<file path="config.mk">
export PLATFORM = sky130hd
export DESIGN_NAME = ccp_sqrt
export DESIGN_NICKNAME = d
export VERILOG_FILES = /design/src/design/ccp_sqrt.sv
export SDC_FILE = /design/constraint.sdc
export NUM_CORES = 2
export LEC_CHECK = 0
export BUFFER_PORTS_ARGS = -buffer_cell sky130_fd_sc_hd__buf_2
export CAP_MARGIN = 10
export CORE_MARGIN = 5
export CORE_UTILIZATION = 40
export DETAILED_ROUTE_END_ITERATION = 10
export GPL_ROUTABILITY_DRIVEN = 1
export SYNTH_ARGS = -nofsm -noshare
export SYNTH_HDL_FRONTEND = slang
export SYNTH_MEMORY_MAX_BITS = 65536
export SYNTH_SLANG_ARGS = --single-unit
</file>
<file path="constraint.sdc">
create_clock -name clk -period 5 [get_ports clk]
set_clock_uncertainty 0.05 [all_clocks]
set_input_delay 0.5 -clock clk [delete_from_list [all_inputs] [get_ports clk]]
set_output_delay 0.5 -clock clk [all_outputs]
set_load 0.1 [all_outputs]
</file>
<file path="src/design/ccp_sqrt.sv">
// ----------------------------------------------------------------------------
// ccp_sqrt: pipelined integer square root
// Floor of the square root, one root bit per stage, sideband carried along.
// ----------------------------------------------------------------------------
module ccp_sqrt #(
    parameter int XW = 68,
    parameter int SW = 1
) (
    input  logic            clk,
    input  logic            rst_n,
    input  logic            en,
    input  logic            in_valid,
    input  logic [XW-1:0]   x,
    input  logic [SW-1:0]   side_in,
    output logic            out_valid,
    output logic [XW/2-1:0] root,
    output logic [SW-1:0]   side_out
);

    localparam int RB = XW / 2;

    logic [RB:0]   valid_reg;
    logic [XW-1:0] x_reg     [RB+1];
    logic [XW-1:0] x_next    [RB+1];
    logic [RB:0]   rem_reg   [RB+1];
    logic [RB:0]   rem_next  [RB+1];
    logic [RB-1:0] root_reg  [RB+1];
    logic [RB-1:0] root_next [RB+1];
    logic [SW-1:0] side_reg  [RB+1];

    always_comb
    begin
        logic [RB+2:0] cur;
        logic [RB+2:0] trial;
        logic          ge;
        cur   = '0;
        trial = '0;
        ge    = 1'b0;
        x_next[0]    = x;
        rem_next[0]  = '0;
        root_next[0] = '0;
        for (int k = 0; k < RB; k++)
        begin
            cur   = {rem_reg[k], x_reg[k][XW-1:XW-2]};
            trial = {1'b0, root_reg[k], 2'b01};
            ge    = cur >= trial;
            rem_next[k+1]  = ge ? (RB+1)'(cur - trial) : (RB+1)'(cur);
            root_next[k+1] = {root_reg[k][RB-2:0], ge};
            x_next[k+1]    = x_reg[k] << 2;
        end
    end

    always_ff @(posedge clk or negedge rst_n)
    begin
        if (!rst_n)
        begin
            valid_reg <= '0;
        end
        else if (en)
        begin
            valid_reg <= {valid_reg[RB-1:0], in_valid};
        end
    end

    always_ff @(posedge clk)
    begin
        if (en)
        begin
            side_reg[0] <= side_in;
            for (int k = 0; k < RB; k++)
            begin
                side_reg[k+1] <= side_reg[k];
            end
            for (int k = 0; k <= RB; k++)
            begin
                x_reg[k]    <= x_next[k];
                rem_reg[k]  <= rem_next[k];
                root_reg[k] <= root_next[k];
            end
        end
    end

    assign out_valid = valid_reg[RB];
    assign root      = root_reg[RB];
    assign side_out  = side_reg[RB];

endmodule

</file>
==> metrics.txt <==
# TYPE chip_impl_metric gauge
chip_impl_metric{name="synth_compound_area_share",unit="%"} 9.48
chip_impl_metric{name="initial_core_util",unit="%"} 40.1
chip_impl_metric{name="largest_register_ff_count",unit=""} 1190
chip_impl_metric{name="syn-instance-count",unit=""} 10377
chip_impl_metric{name="wl_per_cell",unit="um"} 18.6
chip_impl_metric{name="maxCapViolCount",unit=""} 0
chip_impl_metric{name="arrival",unit="ns"} 4.77
chip_impl_metric{name="power_leakage",unit="nW"} 58.7
chip_impl_metric{name="cp_num_buf_inv",unit=""} 1
chip_impl_metric{name="asyncSetResetFlopFracSynth",unit="%"} 1.18
chip_impl_metric{name="row_count",unit=""} 214
chip_impl_metric{name="synth-xor-area-share",unit="%"} 5.94
chip_impl_metric{name="multiplexer_area_fraction_after_synthesis",unit="%"} 1.11
chip_impl_metric{name="dp_slack",unit="ns"} 0.861
chip_impl_metric{name="post-dp-hpwl",unit="um"} 208000
chip_impl_metric{name="io_buffers",unit=""} 108
chip_impl_info{name="cpLargestDelayFamily",value="simple AND/OR/NAND/NOR gates"} 1
chip_impl_metric{name="timing.critical_path.required",unit="ns"} 5.56
chip_impl_metric{name="number_of_synthesized_flops_with_an_enable_pin",unit=""} 2922
chip_impl_metric{name="ant_nets",unit=""} 0
chip_impl_info{name="setup_repair_after_global_routing_missed_its_margin",value="no"} 1
chip_impl_info{name="cp_cell_sequence",value="nor4_1, nor4b_1, nor4bb_1, nand4_1, a41o_1, a31oi_2, buf_4, a211oi_1, nand2_1, nor4b_1, xor2_1"} 1
chip_impl_info{name="run_status",value="finished, final reports clean"} 1
chip_impl_metric{name="final_critical_path_setup_slack",unit="ns"} 0.795
chip_impl_metric{name="slew_violations",unit=""} 0
chip_impl_metric{name="worst_vdd_drop",unit="V"} 0.000328
chip_impl_metric{name="distinct_cell_type_count_of_the_synthesized_netlist",unit=""} 90
chip_impl_info{name="critPathMostFrequentCell",value="sky130_fd_sc_hd__nor4b_1"} 1
chip_impl_metric{name="sequential_share_of_the_synthesized_area",unit="%"} 65.2
chip_impl_info{name="combinational_family_with_the_most_area_after_synthesis",value="compound AO/OA/AOI/OAI gates"} 1
chip_impl_metric{name="floorplan.die.width",unit="um"} 593
chip_impl_metric{name="min_period_over_period",unit="%"} 84.1
chip_impl_metric{name="timing.final.crit_period",unit="ns"} 4.20
chip_impl_metric{name="synthesis.area_per_instance",unit="sq um"} 13.1
chip_impl_metric{name="cts_htree_levels",unit=""} 5
chip_impl_info{name="synth_most_common_cell",value="sky130_fd_sc_hd__edfxtp_1"} 1
chip_impl_metric{name="die_area",unit="sq um"} 351000
chip_impl_info{name="synth_top_cell_by_area",value="sky130_fd_sc_hd__edfxtp_1"} 1
chip_impl_metric{name="ctsHoldBuffers",unit=""} 71
chip_impl_metric{name="ctsLongestPathBuffers",unit=""} 4
chip_impl_metric{name="via_count",unit=""} 80569
chip_impl_metric{name="timing.critical_path.fanout_max",unit=""} 29
chip_impl_metric{name="post_cts_resized",unit=""} 0
chip_impl_metric{name="gr_util_all_layers",unit="%"} 16.0
chip_impl_metric{name="cp_slowest_stage_delay",unit="ns"} 0.66
chip_impl_metric{name="setup_violations",unit=""} 0
chip_impl_info{name="worstSetupEndpointType",value="flop"} 1
chip_impl_info{name="post_synth_most_frequent_cells",value="2,922 x sky130_fd_sc_hd__edfxtp_1, 833 x sky130_fd_sc_hd__inv_1, 663 x sky130_fd_sc_hd__nand2_1, 647 x sky130_fd_sc_hd__a21oi_1, 631 x sky130_fd_sc_hd__ha_1"} 1
chip_impl_metric{name="power_density",unit="nW/um^2"} 470
chip_impl_metric{name="synth-adder-area-share",unit="%"} 5.81
chip_impl_metric{name="finalWirelength",unit="um"} 289000
chip_impl_metric{name="worst_pin_slew",unit="ns"} 1.09
chip_impl_metric{name="area_of_the_placeable_core",unit="sq um"} 339000
chip_impl_metric{name="flow.area_growth_from_synthesis",unit="%"} 13.5
chip_impl_metric{name="synth.ff_latch_count",unit=""} 2957
chip_impl_metric{name="grt_pass1_vias",unit=""} 81360
chip_impl_metric{name="grt_start_max_net_pins",unit=""} 162
chip_impl_metric{name="post_route_cells_drive_above_1_share",unit="%"} 8.62
chip_impl_metric{name="die_height",unit="um"} 593
chip_impl_metric{name="post_synth_and_or_nand_nor_area_fraction",unit="%"} 9.47
chip_impl_metric{name="worst_skew_pair_later_pin_latency",unit="ns"} 0.90
chip_impl_info{name="clockRootBuffer",value="sky130_fd_sc_hd__clkbuf_16"} 1
chip_impl_info{name="hold_path.class",value="in2reg"} 1
chip_impl_metric{name="dr.first_iter.drc_count",unit=""} 5137
chip_impl_metric{name="drc",unit=""} 0
chip_impl_metric{name="layout.nets",unit=""} 11479
chip_impl_metric{name="clkSinkCount",unit=""} 2957
chip_impl_metric{name="final-hold-violation-count",unit=""} 0
chip_impl_metric{name="postCtsSetupRepairBufs",unit=""} 0
chip_impl_metric{name="number_of_antenna_violations_at_the_first_check_in_global_routing",unit=""} 3
chip_impl_metric{name="max_freq",unit="MHz"} 238
chip_impl_metric{name="syn-num-nets",unit=""} 11081
chip_impl_metric{name="worst_hold_slack",unit="ns"} 0.0606
chip_impl_metric{name="setup_tns",unit="ns"} 0
chip_impl_metric{name="drt-pass1-iter-count",unit=""} 6
chip_impl_metric{name="grt-ovfl-total",unit=""} 0
chip_impl_metric{name="cts_inserted_buffers",unit=""} 327
chip_impl_metric{name="clkSlewWorstSetupHoldPaths",unit="ns"} 0.06
chip_impl_info{name="slowest_stage",value="sky130_fd_sc_hd__nor4bb_1"} 1
chip_impl_info{name="critical_path.startpoint_type",value="flop"} 1
chip_impl_metric{name="post_drt_via_cell_ratio",unit=""} 5.17
chip_impl_metric{name="synth_warnings",unit=""} 0
chip_impl_info{name="crit_path_category",value="reg2reg"} 1
chip_impl_info{name="post_synth_main_area_contributors",value="sky130_fd_sc_hd__edfxtp_1 65%, sky130_fd_sc_hd__ha_1 5.8%, sky130_fd_sc_hd__xnor2_1 3.2%"} 1
chip_impl_metric{name="post-layout-total-power",unit="mW"} 72.5
chip_impl_metric{name="top_level_port_count",unit=""} 109
chip_impl_metric{name="finalWeightedCongestion",unit=""} 0.915
chip_impl_metric{name="synth_largest_type_area_fraction",unit="%"} 64.6
chip_impl_info{name="cts_tree",value="built"} 1
chip_impl_metric{name="max_slew_margin",unit="%"} 26.4
chip_impl_metric{name="grt_first_pass_wirelength",unit="um"} 453000
chip_impl_info{name="synth_ff_type",value="sky130_fd_sc_hd__edfxtp_1"} 1
chip_impl_metric{name="syn_area",unit="sq um"} 136000
## placed cells by master, fill, tap and decap left out, types with 335 or more instances in the layout
cell type	n
sky130_fd_sc_hd__a21oi_1	645
sky130_fd_sc_hd__clkbuf_16	335
sky130_fd_sc_hd__edfxtp_1	2922
sky130_fd_sc_hd__ha_1	631
sky130_fd_sc_hd__inv_1	833
sky130_fd_sc_hd__nand2_1	663
sky130_fd_sc_hd__nor2_1	591
sky130_fd_sc_hd__o21ai_0	533
sky130_fd_sc_hd__xnor2_1	494
sky130_fd_sc_hd__xor2_1	428
## cell type report
class	count	area (sq um)
multi-input combinational	6356	43300
inverter	833	3130
clock inverter	214	2340
timing repair buffer	300	2560
sequential	2957	88600
clock buffer	388	8610
antenna	3	7.51
fill	29988	185000
tap	4536	5680
## worst paths after layout
check	cells past startpoint	slack, ns	end	startpoint
max	11	0.80	rem_reg[13][28]$_DFFE_PP_	rem_reg[12][22]$_DFFE_PP_
min reg2reg	0	0.35	x_reg[8][23]$_DFFE_PP_	x_reg[7][21]$_DFFE_PP_
max in group asynchronous	2	4.22	valid_reg[16]$_DFFE_PN0P_	rst_n
min	1	0.06	x_reg[0][32]$_DFFE_PP_	en
min in group asynchronous	2	0.20	valid_reg[30]$_DFFE_PN0P_	rst_n
max reg2reg	11	0.80	rem_reg[13][28]$_DFFE_PP_	rem_reg[12][22]$_DFFE_PP_
## power breakdown
part	switching (mW)	internal (mW)
Sequential	2.05	31.3
Clock	9.83	14.5
Combinational	8.74	6.11
Total	20.6	51.9
## kinds of logic after synthesis
family,count (synthesis)
adders and majority gates,631
buffers and inverters,1064
xor gates and xnor gates,922
AOI/OAI and AO/OA,2085
muxes,135
other,1
DFF,2957
and+or+nand+nor,2582
## routing by layer
layer	vias up	global-route usage, %	routed length [um]
li1	39234	-	-
met2	1687	28.8	146000
met3	634	2.00	10700
met1	39014	19.4	120000
met4	0	6.71	12800
met5	-	0	0
## per-stage QoR
stage | instances | area [sq um] | util, %
after floorplan | 10377 | 136000 | -
after global placement | 14909 | 143000 | 42.1
after detailed placement | 14910 | 143000 | 42.1
after CTS | 15583 | 154000 | 45.5
after global routing | 15585 | 154000 | 45.5
final | 15587 | 154000 | 45.5
## worst register-to-register path, cell delays in order (launching register included)
cell,delay [ns]
sky130_fd_sc_hd__edfxtp_1,0.42
sky130_fd_sc_hd__nor4_1,0.59
sky130_fd_sc_hd__nor4b_1,0.61
sky130_fd_sc_hd__nor4bb_1,0.66
sky130_fd_sc_hd__nand4_1,0.22
sky130_fd_sc_hd__a41o_1,0.27
sky130_fd_sc_hd__a31oi_2,0.13
sky130_fd_sc_hd__buf_4,0.29
sky130_fd_sc_hd__a211oi_1,0.20
sky130_fd_sc_hd__nand2_1,0.24
sky130_fd_sc_hd__nor4b_1,0.09
sky130_fd_sc_hd__xor2_1,0.15
No activity file was read; power rests on OpenSTA's default activity.
